## src/rtl/bresenham_line_stepper_defines.svh

```systemverilog
// Assertion macros used by the RTL.
`ifndef BRESENHAM_LINE_STEPPER_DEFINES_SVH
`define BRESENHAM_LINE_STEPPER_DEFINES_SVH

`ifndef NO_ASSERTIONS
`define BLS_ASSERT(label, prop) \
    label: assert property (@(posedge clk) disable iff (!rst_n) (prop)) \
        else $error("bls assertion failed");
`define BLS_ASSERT_ON(label, cond, prop) \
    label: assert property (@(posedge clk) disable iff (!rst_n) (cond) |-> (prop)) \
        else $error("bls assertion failed");
`define BLS_ASSERT_NEXT(label, cond, prop) \
    label: assert property (@(posedge clk) disable iff (!rst_n) (cond) |=> (prop)) \
        else $error("bls assertion failed");
`else
`define BLS_ASSERT(label, prop)
`define BLS_ASSERT_ON(label, cond, prop)
`define BLS_ASSERT_NEXT(label, cond, prop)
`endif

`endif

```

## src/rtl/bls_pkg.sv

```systemverilog
`timescale 1ns / 1ps
`default_nettype none

package bls_pkg;

    localparam int COORD_BITS     = 16;
    localparam int REG_BITS       = 13;
    localparam int ADDR_BITS      = 24;
    localparam int CFG_INDEX_BITS = 1;

    localparam logic [REG_BITS-1:0] WIDTH_RESET  = REG_BITS'(1920);
    localparam logic [REG_BITS-1:0] HEIGHT_RESET = REG_BITS'(1080);

    typedef enum logic {
        CMD_LOAD = 1'b0,
        CMD_STEP = 1'b1
    } command_t;

    typedef enum logic [CFG_INDEX_BITS-1:0] {
        REG_WINDOW_WIDTH  = 1'b0,
        REG_WINDOW_HEIGHT = 1'b1
    } cfg_reg_t;

    typedef struct packed {
        command_t                      command;
        logic signed [COORD_BITS-1:0]  start_x;
        logic signed [COORD_BITS-1:0]  start_y;
        logic signed [COORD_BITS-1:0]  end_x;
        logic signed [COORD_BITS-1:0]  end_y;
    } in_item_t;

    typedef struct packed {
        logic                          emitted;
        logic signed [COORD_BITS-1:0]  pixel_x;
        logic signed [COORD_BITS-1:0]  pixel_y;
        logic                          in_window;
        logic [ADDR_BITS-1:0]          pixel_address;
        logic                          last_pixel;
    } out_item_t;

    typedef struct packed {
        logic [REG_BITS-1:0] width;
        logic [REG_BITS-1:0] height;
    } win_cfg_t;

    typedef struct packed {
        logic      produce;
        out_item_t item;
    } step_out_t;

endpackage

`default_nettype wire

```

## src/rtl/bresenham_line_stepper.sv

```systemverilog
`timescale 1ns / 1ps
`default_nettype none
// Bresenham line stepper.
// Input channel in_valid / in_stall / in_item: a load command latches two
// endpoints and returns nothing; a step command returns one result on
// out_valid / out_stall / out_item with the current pixel, its window flag,
// its frame-buffer address and a last flag, then advances one pixel.
// A step on a finished or empty line returns a result with emitted low.
// cfg_write / cfg_index / cfg_data set window width (index 0) and height
// (index 1); write only while the block is idle.
// A step result is registered in the output register, or the skid register.
// Throughput: one item per cycle while in_stall is low; the error update and
// next point take two compares and an add-subtract, the address one multiply.
// A two-entry output buffer (output register plus skid register) keeps input
// transfers going while a result waits; in_stall rises only once both hold.
// Reset clears the line state (current point equals end point, so the line is
// empty), empties the output buffer and sets the window to 1920 x 1080.
// While a result is stalled, out_item holds; at most one more step is taken.

`include "bresenham_line_stepper_defines.svh"

module bresenham_line_stepper (
    input  wire logic                                 clk,
    input  wire logic                                 rst_n,
    input  wire logic                                 in_valid,
    output logic                                      in_stall,
    input  wire bls_pkg::in_item_t                    in_item,
    output logic                                      out_valid,
    input  wire logic                                 out_stall,
    output bls_pkg::out_item_t                        out_item,
    input  wire logic                                 cfg_write,
    input  wire logic [bls_pkg::CFG_INDEX_BITS-1:0]   cfg_index,
    input  wire logic [bls_pkg::REG_BITS-1:0]         cfg_data
);

    bls_pkg::win_cfg_t  win_reg, win_next;
    bls_pkg::step_out_t core_result;
    bls_pkg::out_item_t out_item_reg, out_item_next;
    bls_pkg::out_item_t skid_item_reg, skid_item_next;
    logic               out_valid_reg, out_valid_next;
    logic               skid_valid_reg, skid_valid_next;
    logic               take, new_result, out_free;

    assign in_stall  = skid_valid_reg;
    assign take      = in_valid && !skid_valid_reg;
    assign out_valid = out_valid_reg;
    assign out_item  = out_item_reg;

    bls_step_core u_core (
        .clk    (clk),
        .rst_n  (rst_n),
        .take   (take),
        .item   (in_item),
        .win    (win_reg),
        .result (core_result)
    );

    always_comb
    begin
        win_next = win_reg;
        if (cfg_write)
        begin
            case (bls_pkg::cfg_reg_t'(cfg_index))
                bls_pkg::REG_WINDOW_WIDTH:  win_next.width  = cfg_data;
                bls_pkg::REG_WINDOW_HEIGHT: win_next.height = cfg_data;
                default:                    win_next = win_reg;
            endcase
        end
    end

    // advance the output buffer; drain skid first
    always_comb
    begin
        new_result      = take && core_result.produce;
        out_free        = !out_valid_reg || !out_stall;
        out_valid_next  = out_valid_reg;
        out_item_next   = out_item_reg;
        skid_valid_next = skid_valid_reg;
        skid_item_next  = skid_item_reg;
        if (out_free)
        begin
            if (skid_valid_reg)
            begin
                out_valid_next  = 1'b1;
                out_item_next   = skid_item_reg;
                skid_valid_next = 1'b0;
            end
            else
            begin
                out_valid_next = new_result;
                out_item_next  = core_result.item;
            end
        end
        else if (new_result)
        begin
            skid_valid_next = 1'b1;
            skid_item_next  = core_result.item;
        end
    end

    always_ff @(posedge clk or negedge rst_n)
    begin
        if (!rst_n)
        begin
            win_reg.width  <= bls_pkg::WIDTH_RESET;
            win_reg.height <= bls_pkg::HEIGHT_RESET;
            out_valid_reg  <= 1'b0;
            skid_valid_reg <= 1'b0;
        end
        else
        begin
            win_reg        <= win_next;
            out_valid_reg  <= out_valid_next;
            skid_valid_reg <= skid_valid_next;
        end
    end

    always_ff @(posedge clk)
    begin
        out_item_reg  <= out_item_next;
        skid_item_reg <= skid_item_next;
    end

    `BLS_ASSERT_ON(a_skid_behind_out, skid_valid_reg, out_valid_reg)
    `BLS_ASSERT_NEXT(a_skid_holds, skid_valid_reg && out_stall, skid_valid_reg)
    `BLS_ASSERT_NEXT(a_load_no_result,
                     take && !out_valid_reg && in_item.command == bls_pkg::CMD_LOAD,
                     !out_valid_reg)
    `BLS_ASSERT_NEXT(a_step_result,
                     take && !out_valid_reg && in_item.command == bls_pkg::CMD_STEP,
                     out_valid_reg)
    `BLS_ASSERT_ON(a_empty_is_zero,
                   out_valid_reg && !out_item_reg.emitted,
                   out_item_reg.pixel_address == '0 && !out_item_reg.in_window &&
                   !out_item_reg.last_pixel)

endmodule

`default_nettype wire

```

## src/rtl/bls_step_core.sv

```systemverilog
`timescale 1ns / 1ps
`default_nettype none

module bls_step_core (
    input  wire logic              clk,
    input  wire logic              rst_n,
    input  wire logic              take,
    input  wire bls_pkg::in_item_t item,
    input  wire bls_pkg::win_cfg_t win,
    output bls_pkg::step_out_t     result
);

    localparam int CB   = bls_pkg::COORD_BITS;
    localparam int RB   = bls_pkg::REG_BITS;
    localparam int AB   = bls_pkg::ADDR_BITS;
    localparam int DB   = CB + 1;
    localparam int EB   = CB + 2;
    localparam int XB   = CB + 3;
    localparam int PB   = CB + RB;
    localparam int CMPB = (CB > RB) ? CB : RB;

    localparam logic [CB-1:0] ONE       = CB'(1);
    localparam logic [CB-1:0] MINUS_ONE = '1;

    logic signed [CB-1:0] cur_x_reg, cur_x_next;
    logic signed [CB-1:0] cur_y_reg, cur_y_next;
    logic signed [CB-1:0] goal_x_reg, goal_x_next;
    logic signed [CB-1:0] goal_y_reg, goal_y_next;
    logic [CB-1:0]        abs_dx_reg, abs_dx_next;
    logic [CB-1:0]        abs_dy_reg, abs_dy_next;
    logic signed [EB-1:0] err_reg, err_next;
    logic                 x_neg_reg, x_neg_next;
    logic                 y_neg_reg, y_neg_next;

    logic signed [DB-1:0] dx_full, dy_full, dx_mag, dy_mag;
    logic [CB-1:0]        abs_dx_load, abs_dy_load;
    logic signed [XB-1:0] e2, dx_x, dy_x, err_w;
    logic                 step_x, step_y, at_goal, in_win, x_ok, y_ok;
    logic [CB-1:0]        nx, ny;
    logic [PB-1:0]        prod;
    logic [AB-1:0]        addr;

    // load setup
    always_comb
    begin
        dx_full     = DB'(item.end_x) - DB'(item.start_x);
        dy_full     = DB'(item.end_y) - DB'(item.start_y);
        dx_mag      = dx_full[DB-1] ? -dx_full : dx_full;
        dy_mag      = dy_full[DB-1] ? -dy_full : dy_full;
        abs_dx_load = dx_mag[CB-1:0];
        abs_dy_load = dy_mag[CB-1:0];
    end

    // doubled-error step
    always_comb
    begin
        at_goal = (cur_x_reg == goal_x_reg) && (cur_y_reg == goal_y_reg);
        e2      = {err_reg, 1'b0};
        dx_x    = $signed(XB'(abs_dx_reg));
        dy_x    = $signed(XB'(abs_dy_reg));
        step_x  = e2 > -dy_x;
        step_y  = e2 < dx_x;
        err_w   = XB'(err_reg) - (step_x ? dy_x : '0) + (step_y ? dx_x : '0);
        nx      = cur_x_reg + (step_x ? (x_neg_reg ? MINUS_ONE : ONE) : '0);
        ny      = cur_y_reg + (step_y ? (y_neg_reg ? MINUS_ONE : ONE) : '0);
    end

    // window test and address
    always_comb
    begin
        x_ok   = !cur_x_reg[CB-1] && (CMPB'($unsigned(cur_x_reg)) < CMPB'(win.width));
        y_ok   = !cur_y_reg[CB-1] && (CMPB'($unsigned(cur_y_reg)) < CMPB'(win.height));
        in_win = x_ok && y_ok;
        prod   = $unsigned(cur_y_reg) * win.width;
        addr   = AB'(prod) + AB'($unsigned(cur_x_reg));
    end

    always_comb
    begin
        result.produce            = (item.command == bls_pkg::CMD_STEP);
        result.item.emitted       = !at_goal;
        result.item.pixel_x       = at_goal ? '0 : cur_x_reg;
        result.item.pixel_y       = at_goal ? '0 : cur_y_reg;
        result.item.in_window     = !at_goal && in_win;
        result.item.pixel_address = (!at_goal && in_win) ? addr : '0;
        result.item.last_pixel    = !at_goal && (nx == goal_x_reg) && (ny == goal_y_reg);
    end

    always_comb
    begin
        cur_x_next  = cur_x_reg;
        cur_y_next  = cur_y_reg;
        goal_x_next = goal_x_reg;
        goal_y_next = goal_y_reg;
        abs_dx_next = abs_dx_reg;
        abs_dy_next = abs_dy_reg;
        err_next    = err_reg;
        x_neg_next  = x_neg_reg;
        y_neg_next  = y_neg_reg;
        if (take)
        begin
            case (item.command)
                bls_pkg::CMD_LOAD:
                begin
                    cur_x_next  = item.start_x;
                    cur_y_next  = item.start_y;
                    goal_x_next = item.end_x;
                    goal_y_next = item.end_y;
                    abs_dx_next = abs_dx_load;
                    abs_dy_next = abs_dy_load;
                    err_next    = EB'(abs_dx_load) - EB'(abs_dy_load);
                    x_neg_next  = dx_full[DB-1] || (dx_full == '0);
                    y_neg_next  = dy_full[DB-1] || (dy_full == '0);
                end
                bls_pkg::CMD_STEP:
                begin
                    if (!at_goal)
                    begin
                        cur_x_next = nx;
                        cur_y_next = ny;
                        err_next   = err_w[EB-1:0];
                    end
                end
                default:
                begin
                    cur_x_next = cur_x_reg;
                end
            endcase
        end
    end

    always_ff @(posedge clk or negedge rst_n)
    begin
        if (!rst_n)
        begin
            cur_x_reg  <= '0;
            cur_y_reg  <= '0;
            goal_x_reg <= '0;
            goal_y_reg <= '0;
            abs_dx_reg <= '0;
            abs_dy_reg <= '0;
            err_reg    <= '0;
            x_neg_reg  <= 1'b0;
            y_neg_reg  <= 1'b0;
        end
        else
        begin
            cur_x_reg  <= cur_x_next;
            cur_y_reg  <= cur_y_next;
            goal_x_reg <= goal_x_next;
            goal_y_reg <= goal_y_next;
            abs_dx_reg <= abs_dx_next;
            abs_dy_reg <= abs_dy_next;
            err_reg    <= err_next;
            x_neg_reg  <= x_neg_next;
            y_neg_reg  <= y_neg_next;
        end
    end

endmodule

`default_nettype wire
```

## config.mk

```make
export PLATFORM = sky130hd
export DESIGN_NAME = bresenham_line_stepper
export DESIGN_NICKNAME = d
export VERILOG_FILES = /design/src/rtl/bls_pkg.sv /design/src/rtl/bresenham_line_stepper.sv /design/src/rtl/bls_step_core.sv
export VERILOG_INCLUDE_DIRS = /design/src /design/src/rtl
export SDC_FILE = /design/constraint.sdc
export NUM_CORES = 1
export LEC_CHECK = 0
export CORE_MARGIN = 5
export CORE_UTILIZATION = 50
export DETAILED_ROUTE_END_ITERATION = 7
export DONT_BUFFER_PORTS = 1
export GPL_TIMING_DRIVEN = 0
export PLACE_DENSITY_LB_ADDON = 0.3
export SETUP_SLACK_MARGIN = 0.15
export SYNTH_ARGS = -nofsm -noshare
export SYNTH_HDL_FRONTEND = slang
export SYNTH_SLANG_ARGS = --single-unit
export TNS_END_PERCENT = 10
```

## constraint.sdc

```tcl
create_clock -name clk -period 7.3 [get_ports clk]
set_input_delay 1.46 -clock clk [delete_from_list [all_inputs] [get_ports clk]]
set_output_delay 1.46 -clock clk [all_outputs]
set_load 0.02 [all_outputs]
```

-- Word-level counts from Yosys, hierarchy flattened
Cells that the tools add are included.
- logic and storage cells: 96
- input bits: 84
- bits in registers: 262
- $lt $le $gt $ge: 4
- add/sub/neg operators: 11
- reduce and logical (&&, ||, !) cells: 26
- $mul: 1
- bitwise gates (word level): 3
- eq/ne operators: 5
- mux-type cells: 21
- operator list (kind ; count):
    16-bit two-way mux ; 12
    16-bit == test ; 4
    16-bit case mux with 2 select lines ; 2
    59-bit two-way mux ; 1
    16-bit by 16-bit subtractor with 17-bit output ; 3
    18-bit case mux with 2 select lines ; 1
    17-bit logical NOT ; 2
    16-bit adder ; 2
    16-bit by 13-bit < comparator with 1-bit output ; 2
    16-bit negator ; 2
    24-bit by 16-bit adder with 24-bit output ; 1
    16-bit by 13-bit multiplier with 24-bit output ; 1
    24-bit two-way mux ; 1
    19-bit greater-than comparator ; 1
    19-bit by 17-bit < comparator with 1-bit output ; 1
    16-bit negator with 19-bit output ; 1
    18-bit adder ; 1
    18-bit two-way mux ; 1
    18-bit by 16-bit subtractor with 18-bit output ; 1
    2-bit AND reduction ; 5
    1-bit logical AND ; 9
    1-bit logical NOT ; 6
    1-bit logical OR ; 3
    1-bit two-way mux ; 3
    other kinds (3) ; 5

-- Depth between registers and ports, before layout
Gate-level depths: netlist (run 1).
- depth after elaboration: 8
- gate-level depth with buffers: 28
- mapped depth without buffers: 26

-- Cells and area by module
Synthesis (run 1) repeated with hierarchy kept, for this count alone.
- cells, all modules: 2657
- area, all modules: 24961.4 sq um
- by module, submodules not included (module ; area an instance (sq um) ; cells each ; sequential area each (sq um) ; times used):
    bls_step_core ; 19586.3 ; 2409 ; 2902.8 ; 1
    bresenham_line_stepper ; 5375.2 ; 248 ; 4254.1 ; 1

-- Least setup slack after synthesis (run 1)
Ideal clock, no wire load.
- path type: input to register
- start point: input port out_stall
- end point: register skid_item_reg[0] (netlist name) (enable)
- library setup time: 0.548 ns
- buffers on the path: 0
- required time: 6.752 ns
- arrival: 7.070 ns
- slack: -0.318 ns
- cell stages on the path: 2
- cells stage by stage: nand2_1 > nor3_1
- longest elaborated chain between the ends: 4
- ends and longest elaborated chain (what ; line ; source):
    start, declared ; bresenham_line_stepper.sv:29 ; input wire logic out_stall,
    1-bit logical NOT ; bresenham_line_stepper.sv:75 ; out_free = !out_valid_reg || !out_stall;
    1-bit logical OR ; bresenham_line_stepper.sv:75 ;
    1-bit NOT (no source line) ; n/a ;
    2-bit AND reduction (no source line) ; n/a ;
    end signal, assigned ; bresenham_line_stepper.sv:121 ; skid_item_reg <= skid_item_next;
    end, declared ; bresenham_line_stepper.sv:39 ; bls_pkg::out_item_t skid_item_reg, skid_item_next;
No other way between the ends.
A chain may end at the register's enable or synchronous reset.

==> results of run 1 <==
[path summary, 6_finish.rpt]
check | from | slack, ns | endpoint | depth (start not counted)
worst max-delay path | u_core.abs_dy_reg[4]$_DFFE_PN0P_ | 0.23 | skid_item_reg[0]$_DFFE_PP_ | 27
max in group asynchronous | rst_n | 6.30 | win_reg[10]$_DFFE_PN1P_ | 0
worst min-delay path | win_reg[2]$_DFFE_PN0P_ | 0.51 | win_reg[2]$_DFFE_PN0P_ | 1
worst max register to register | u_core.abs_dy_reg[4]$_DFFE_PN0P_ | 0.23 | skid_item_reg[0]$_DFFE_PP_ | 27
worst min register to register | win_reg[2]$_DFFE_PN0P_ | 0.51 | win_reg[2]$_DFFE_PN0P_ | 1
min in group asynchronous | rst_n | 0.56 | u_core.cur_y_reg[3]$_DFFE_PN0P_ | 0
[routing by layer]
| layer | vias to the layer above | wire (um) |
|---|---|---|
| li1 | 10000 | - |
| met1 | 10800 | 34400 |
| met2 | 934 | 40000 |
| met3 | 236 | 6800 |
| met4 | 4 | 5130 |
| met5 | - | 15 |
[cell families (layout without fill, tap and decap cells)]
| group | count (synthesis) | count (layout) |
|---|---|---|
| muxes | 85 | 85 |
| DFF | 262 | 262 |
| buffers and inverters | 447 | 517 |
| adders and majority gates | 390 | 390 |
| and+or+nand+nor | 997 | 997 |
| other | 0 | 4 |
| xor gates and xnor gates | 198 | 198 |
| AOI/OAI and AO/OA | 527 | 527 |
[repair_timing]
| action | in CTS | in global routing |
|---|---|---|
| buffers inserted | 2 | 3 |
| hold endpoints to repair | 0 | 0 |
| endpoints found under the setup margin | 11 | 22 |
| resized for setup | 30 | 52 |
| pin swaps | 4 | 12 |
| hold buffers | 0 | 0 |
[metrics by stage]
stage          TNS, ns  std cells
3_5_place_dp     -5.09       3594
2_1_floorplan        0       2906
4_1_cts              0       3653
3_3_place_gp   -107.45       3586
5_1_grt        -0.0495       3656
6_report             0       3660
[layout make-up]
type	instances	area share
repair buffers	13	0.00425
inverters	316	0.0421
clock buffers	38	0.0287
well taps	680	0.0301
flip-flops and latches	262	0.253
clock inverters	19	0.00669
diodes	4	0.000354
plain buffers	131	0.0196
multi-input cells	2197	0.615
[cell usage after synthesis (all sizes together), types with 6 or more instances]
cell type	instances
and2	131
inv	316
o21ai	135
xnor2	114
nand4	26
mux2i	23
o21a	22
and3	15
dfstp	8
nor2	166
ha	212
clkbuf	106
nand3	44
o21bai	10
mux2	62
edfxtp	118
nor2b	18
nor3	72
buf	25
o211ai	22
dfrtp	136
a31oi	19
o31ai	33
fa	178
a2111oi	11
or3	19
or2	16
a21oi	122
a211o	8
nor4	24
a31o	7
a21o	34
a211oi	30
o41ai	6
nand2	422
o2111ai	8
and4	8
o22ai	17
nand2b	12
xor2	78
==> out/metrics.cfg, run 1 <==
[setup_path]
start_kind=flop
critPathTopFamily=simple AND/OR/NAND/NOR gates
cp_common_cell=nor4_2
cp.required_ns=7.65
cp-end-kind=flop
cp.arrival_ns=7.42
slowest_stage=or4_4
max_stage_delay_ns=0.62
critPathBufInv=5
worst-setup-path-type=flop to flop
path_max_fanout=10

[die]
core_area_mm2=0.0514
dieArea_mm2=0.0567
die_x_um=238
rows=83
ioPinCount=145
die_h_um=238
initial_core_util=0.506

[outcome]
outcome=complete, no violations

[routing]
routedWlPerCell_um=23.6
drt_iter0_drc=1766
routed_wl_um=86400
first_pass_iters=7
ant_nets=0
viasPerCell=6.01
drc=0
vias=22000

[synth]
yosys_warnings=0
synthFlopType=dfrtp_1
synth_xor_area_frac=0.0699
yosys.area_share.adder=0.239
synth_compound_area_frac=0.132
synth_area_leaders=fa_1, edfxtp_1, dfrtp_1
async_flop_share=0.550
synthCells=2906
synth_top_cell_by_area=fa_1
synth-edff-count=118
yosysSeqAreaShare=0.275
syn_area_per_cell_um2=8.95
synth_top_family_by_area=adder cells
synth-simple-area-share=0.182
yosysUniqueCellTypes=91
synth_top_area_frac=0.137
synthMuxAreaShare=0.0357
ys_ff_latch=262
postSynthNetCount=3380
synth_area_mm2=0.0260

[finish]
layout_commonest_cell=nand2_1
layout-drive-gt1-share=0.0820
stdcell_area_mm2=0.0283
fin_nets=3426
post-route-util=0.550
num-fill-cells=4589
area_growth_pct=8.65
regArea_mm2=0.00716
multi_input_comb_area_mm2=0.0174
final_cell_mix=nand2_1, inv_1, ha_1

[grt]
grt_pass1_wl_um=132000
grt_util_met2=0.491
grt.busiest_layer=met2
grt_util_met1=0.388
grt_start_max_net_pins=145
grt_overflow=0
antenna_found_initial=5
track_usage=0.299
grt_pass1_vias=22300
grtUsageMet3=0.0497

[timing]
finalHoldViolations=0
setup_slack_ns=0.232
slew_violations=0
period_share=0.968
whs_ns=0.509
max_freq_ghz=0.141
slew_headroom=0.166
tightest_slew_ns=1.24
rsz0062_at_grt=yes
fin_skew_ns=0.0264
finalCriticalPeriod_ns=7.07
setup_viol=0

[hold_path]
hold_path_class=flop to flop

[cts]
cts.root.buffer_cell=clkbuf_16
h-tree-depth=1
worst_skew_pair.late_latency_ns=0.60
numCtsBuffers=31
cts_max_path_buffers=3
path_clk_slew_ns=0.06
cts_tree=done
cts_sinks=262

[placed_design]
pre_cts_ws_ns=-1.75
post_dp_cell_area_mm2=0.0270
dpl.hpwl_um=69100
gp_congestion=1.01
numPortBuffers=0

[job]
cap_viol_max_count=0

Power of run 1 is left out: the tool's default activity adds up to more than one toggle a clock period on the data nets, which glitch-free logic cannot reach.
==> run 2, diff against run 1 <==
--- a/config.mk
+++ b/config.mk
@@ -12,6 +12,7 @@
 export DONT_BUFFER_PORTS = 1
 export GPL_TIMING_DRIVEN = 0
 export PLACE_DENSITY_LB_ADDON = 0.3
+export RECOVER_POWER = 50
 export SETUP_SLACK_MARGIN = 0.15
 export SYNTH_ARGS = -nofsm -noshare
 export SYNTH_HDL_FRONTEND = slang
==> out/metrics.cfg, run 2 (same netlist as run 1, synthesis figures left out) <==
[routing]
drc=0
drt_iter0_drc=1766
ant_nets=0
first_pass_iters=5
routed_wl_um=86300
vias=22000
viasPerCell=6.00
routedWlPerCell_um=23.6

[finish]
regArea_mm2=0.00716
layout-drive-gt1-share=0.0817
area_growth_pct=8.61
final_cell_mix=nand2_1, inv_1, ha_1
multi_input_comb_area_mm2=0.0174
num-fill-cells=4591
fin_nets=3426
layout_commonest_cell=nand2_1

[setup_path]
start_kind=flop
cp.arrival_ns=7.55
path_max_fanout=10
cp-end-kind=flop
cp_common_cell=nand4_1
max_stage_delay_ns=0.62
cp.required_ns=7.76
slowest_stage=or4_4
startpoint=u_core.abs_dy_reg[4]$_DFFE_PN0P_
r2r-start=u_core.abs_dy_reg[4]$_DFFE_PN0P_
worst-setup-path-type=flop to flop

[cts]
h-tree-depth=1
cts_sinks=262
path_clk_slew_ns=0.07
cts_hold_buf=0
numCtsBuffers=31
cts_tree=done
worst_skew_pair.late_latency_ns=0.61
cts.root.buffer_cell=clkbuf_16
cts_max_path_buffers=3

[timing]
fin_skew_ns=0.0283
setup_viol=0
slew_headroom=-0.772
max_freq_ghz=0.141
rsz0062_at_grt=yes
finalCriticalPeriod_ns=7.09
tightest_slew_ns=2.65
finalHoldViolations=0
slew_violations=63
period_share=0.971
whs_ns=0.509

[placed_design]
dpl.hpwl_um=69100
numPortBuffers=0
gp_congestion=1.01

[hold_path]
hold_path_class=flop to flop
hp-start=win_reg[2]$_DFFE_PN0P_

[die]
die_x_um=238
rows=83
die_h_um=238
initial_core_util=0.506
ioPinCount=145
core_area_mm2=0.0514
dieArea_mm2=0.0567

[outcome]
violations=capacitance limit, slew limit
outcome=finished with violations

[grt]
track_usage=0.299
grt_start_max_net_pins=145
grt_overflow=0
grt_pass1_vias=22300
grt_pass1_wl_um=132000
antenna_found_initial=5

[job]
cap_viol_max_count=1

## run 2: final timing paths
kind                                              endpoint  slack [ns]  cells past startpoint
setup reg to reg                     out_item[0]$_DFFE_PN_        0.21                     27
hold reg to reg                     win_reg[2]$_DFFE_PN0P_        0.51                      1
setup / recovery                     out_item[0]$_DFFE_PN_        0.21                     27
hold / removal                      win_reg[2]$_DFFE_PN0P_        0.51                      1
max in group asynchronous          win_reg[10]$_DFFE_PN1P_        6.30                      0
min in group asynchronous  u_core.cur_y_reg[3]$_DFFE_PN0P_        0.56                      0
## run 2: cell type report
cell class	instances	area share
clock inverter	19	0.00669
clock buffer	38	0.0287
antenna	2	0.000177
multi-input combinational	2197	0.615
buffer	131	0.0196
timing repair buffer	13	0.00425
sequential	262	0.254
tap	680	0.0301
inverter	316	0.0421
## run 2: critical path, delay by kind of cell, from the launching register on
family                   cells  cell delay (ns)
AO/OA/AOI/OAI                4             1.02
XOR/XNOR                     2             0.27
adder cells (fa/ha/maj)      2             0.49
buffers and inverters        5             0.94
flip-flops                   1             0.44
AND/OR/NAND/NOR             14             3.79
## run 2: metrics by stage
stage / setup WS (ns) / cells / setup TNS (ns) / utilization / instance area, um2
after floorplan: 0.476 / 2906 / 0 / - / 26000
after global placement: -1.75 / 3586 / -107.45 / 0.523 / 26900
after detailed placement: -1.75 / 3594 / -5.09 / 0.525 / 27000
after CTS: 0.127 / 3653 / 0 / 0.547 / 28100
after global routing: -0.0374 / 3656 / -0.0495 / 0.549 / 28200
final: 0.211 / 3658 / 0 / 0.549 / 28200
## run 2: timing repair
action | in CTS | in global routing
setup buffers | 2 | 3
setup endpoints to repair | 11 | 22
gates resized for setup | 30 | 52
cloned | 0 | 0
pin swaps | 4 | 12
## run 2: routing by layer
layer  vias to the layer above  global-route usage  share of wire
li1                       9999                   -              -
met1                     10800               0.388           0.40
met2                       919               0.491           0.46
met3                       230              0.0497          0.078
met4                         4               0.143          0.059
met5                         -                   0        0.00017
Power of run 2 is left out for the same reason.
==> run 3, diff against run 2 <==
--- a/config.mk
+++ b/config.mk
@@ -12,9 +12,9 @@
 export DONT_BUFFER_PORTS = 1
 export GPL_TIMING_DRIVEN = 0
 export PLACE_DENSITY_LB_ADDON = 0.3
-export RECOVER_POWER = 50
 export SETUP_SLACK_MARGIN = 0.15
 export SYNTH_ARGS = -nofsm -noshare
 export SYNTH_HDL_FRONTEND = slang
+export SYNTH_HIERARCHICAL = 1
 export SYNTH_SLANG_ARGS = --single-unit
 export TNS_END_PERCENT = 10
==> out/metrics.cfg, run 3 <==
[timing]
setup_viol=0
finalCriticalPeriod_ns=7.09
whs_ns=0.503
fin_skew_ns=0.0385
slew_headroom=0.228
rsz0062_at_grt=yes
finalHoldViolations=0
max_freq_ghz=0.141
tightest_slew_ns=1.13
tns_ns=0
period_share=0.971
slew_violations=0

[cts]
cts_tree=done
numCtsBuffers=29
cts_sinks=262
h-tree-depth=1
path_clk_slew_ns=0.07
cts.root.buffer_cell=clkbuf_16
cts_max_path_buffers=3
worst_skew_pair.late_latency_ns=0.60

[finish]
final_cells=3395
layout_commonest_cell=nand2_1
stdcell_area_mm2=0.0273
diodes=0
final_cell_mix=nand2_1, inv_1, ha_1
area_growth_pct=9.43
layout-drive-gt1-share=0.110
fin_nets=3182

[routing]
routed_wl_um=76000
routedWlPerCell_um=22.4
drt_iter0_drc=1726
drc=0
vias=19800
ant_nets=0
maxUsedRoutingLayer=met5
wl_met1_um=31000
met2_wirelength_um=35500
viasPerCell=5.83
met3_length_um=6280
first_pass_iters=6

[placed_design]
dpl.hpwl_um=60600
post_dp_cell_area_mm2=0.0258
gp_congestion=0.985
dpl.cell_count=3323
numPortBuffers=0

[grt]
grt_pass1_wl_um=116000
antenna_found_initial=1
grt_pass1_vias=20100
track_usage=0.275
grt_overflow=0
grt_start_max_net_pins=145

[setup_path]
r2r-start=u_core/abs_dy_reg[3]$_DFFE_PN0P_
worstRegToRegCells=26
start_kind=flop
cp-end-kind=flop
r2r_slack_ns=0.21
cp.arrival_ns=7.57
cp.required_ns=7.79
path_max_fanout=7
r2r_end=u_core/err_reg[16]$_DFFE_PN0P_
worst-setup-path-type=flop to flop

[die]
rows=81
initial_core_util=0.508
die_h_um=233
dieArea_mm2=0.0545
core_area_mm2=0.0492
ioPinCount=145
die_x_um=233

[synth]
synth.most_common_cell=nand2_1
syn_area_per_cell_um2=9.39
yosys_warnings=6
synthFlopType=dfrtp_1
synth-edff-count=118
async_flop_share=0.550
synth_area_leaders=fa_1, edfxtp_1, dfrtp_1
synth_area_mm2=0.0250
synth_common_cells=nand2_1, inv_1, ha_1
synthCells=2657
yosysUniqueCellTypes=91
synth_top_area_frac=0.143
synth_top_cell_by_area=fa_1
yosysSeqAreaShare=0.287
postSynthNetCount=3131
ys_ff_latch=262

[hold_path]
hold_end=u_core/goal_x_reg[6]$_DFFE_PN0P_
hp-start=u_core/goal_x_reg[6]$_DFFE_PN0P_
hold_path_class=flop to flop
hold_depth=2

[outcome]
outcome=complete, no violations

[job]
cap_viol_max_count=0

## run 3: changes by cell type in the layout (fill, tap and decap cells not counted), moves of 14 or more
cell	previous run	this run
nand2_1	421	329
nor2_1	161	124
mux2_2	62	96
clkbuf_1	96	65
o21ai_1	31	8
o31ai_1	32	10
a211oi_1	29	12
clkbuf_2	13	29
nand3_1	42	27
buf_4	12	26
## run 3: repair_timing
| action | 4_1_cts | 5_1_grt |
|---|---|---|
| setup endpoints to repair | 18 | 17 |
| hold buffers | 0 | 0 |
| setup buffers | 2 | 17 |
| pin swaps | 7 | 19 |
| gates resized for setup | 39 | 77 |
## run 3: stage by stage
stage,setup WS (ns),utilization
after floorplan,0.856,-
after global placement,-1.93,0.525
after detailed placement,-1.88,0.526
after CTS,0.100,0.549
after global routing,0.00607,0.556
final,0.214,0.556
## run 3: logic make-up (layout without fill, tap and decap cells)
family | count (synthesis) | count (layout) | synth area share
flip-flops | 262 | 262 | 0.287
AND/OR/NAND/NOR | 835 | 835 | 0.162
AO/OA/AOI/OAI | 411 | 411 | 0.107
XOR/XNOR | 187 | 187 | 0.0659
adder cells (fa/ha/maj) | 390 | 390 | 0.249
multiplexers | 139 | 139 | 0.0626
buffers and inverters | 433 | 507 | 0.0672
## run 3: cell type report
| type | instances | area (um2) |
|---|---|---|
| fillers | 4383 | 21800 |
| multi-input cells | 1962 | 16400 |
| clock buffers | 31 | 733 |
| well taps | 664 | 831 |
| plain buffers | 113 | 538 |
| flip-flops and latches | 262 | 7180 |
| repair buffers | 21 | 183 |
| clock inverters | 23 | 300 |
| inverters | 319 | 1200 |
## run 3: layer usage
| metal | vias to the layer above | GRT usage |
|---|---|---|
| li1 | 9115 | - |
| met1 | 9666 | 0.358 |
| met2 | 837 | 0.459 |
| met3 | 180 | 0.0565 |
| met4 | 2 | 0.0943 |
| met5 | - | 0 |
## run 3: worst max-delay path, cell delays in order, from the launching register on
cell	delay (ns)
dfrtp_2	0.42
nor4_4	0.33
nand2_2	0.13
or4_4	0.61
buf_4	0.17
nor3_2	0.17
ha_1	0.27
nand4_1	0.22
nor3_4	0.06
a221oi_1	0.27
and3_4	0.26
a21boi_4	0.10
buf_4	0.19
and2_1	0.17
fa_1	0.50
inv_1	0.04
ha_1	0.34
a21o_1	0.14
a21oi_1	0.11
nor2b_1	0.13
o21ai_0	0.20
a2111oi_0	1.02
nor3_1	0.20
o41ai_1	0.53
xnor2_1	0.17
nor2_1	0.06
o22a_1	0.18
## run 3: worst max-delay path by stage
stage | start | endpoint | slack, ns | cells past startpoint
2_1_floorplan | u_core/abs_dy_reg[4]$_DFFE_PN0P_ | out_item[0]$_DFFE_PP_ | 0.86 | 29
3_3_place_gp | u_core/abs_dy_reg[4]$_DFFE_PN0P_ | out_item[0]$_DFFE_PP_ | -1.93 | 28
3_5_place_dp | u_core/abs_dy_reg[4]$_DFFE_PN0P_ | out_item[0]$_DFFE_PP_ | -1.88 | 28
4_1_cts | u_core/cur_y_reg[8]$_DFFE_PN0P_ | out_item[23]$_DFFE_PP_ | 0.10 | 20
5_1_grt | u_core/abs_dy_reg[3]$_DFFE_PN0P_ | out_item[0]$_DFFE_PP_ | 0.006 | 25
6_report | u_core/abs_dy_reg[3]$_DFFE_PN0P_ | u_core/err_reg[16]$_DFFE_PN0P_ | 0.21 | 26
Power of run 3 is left out for the same reason.
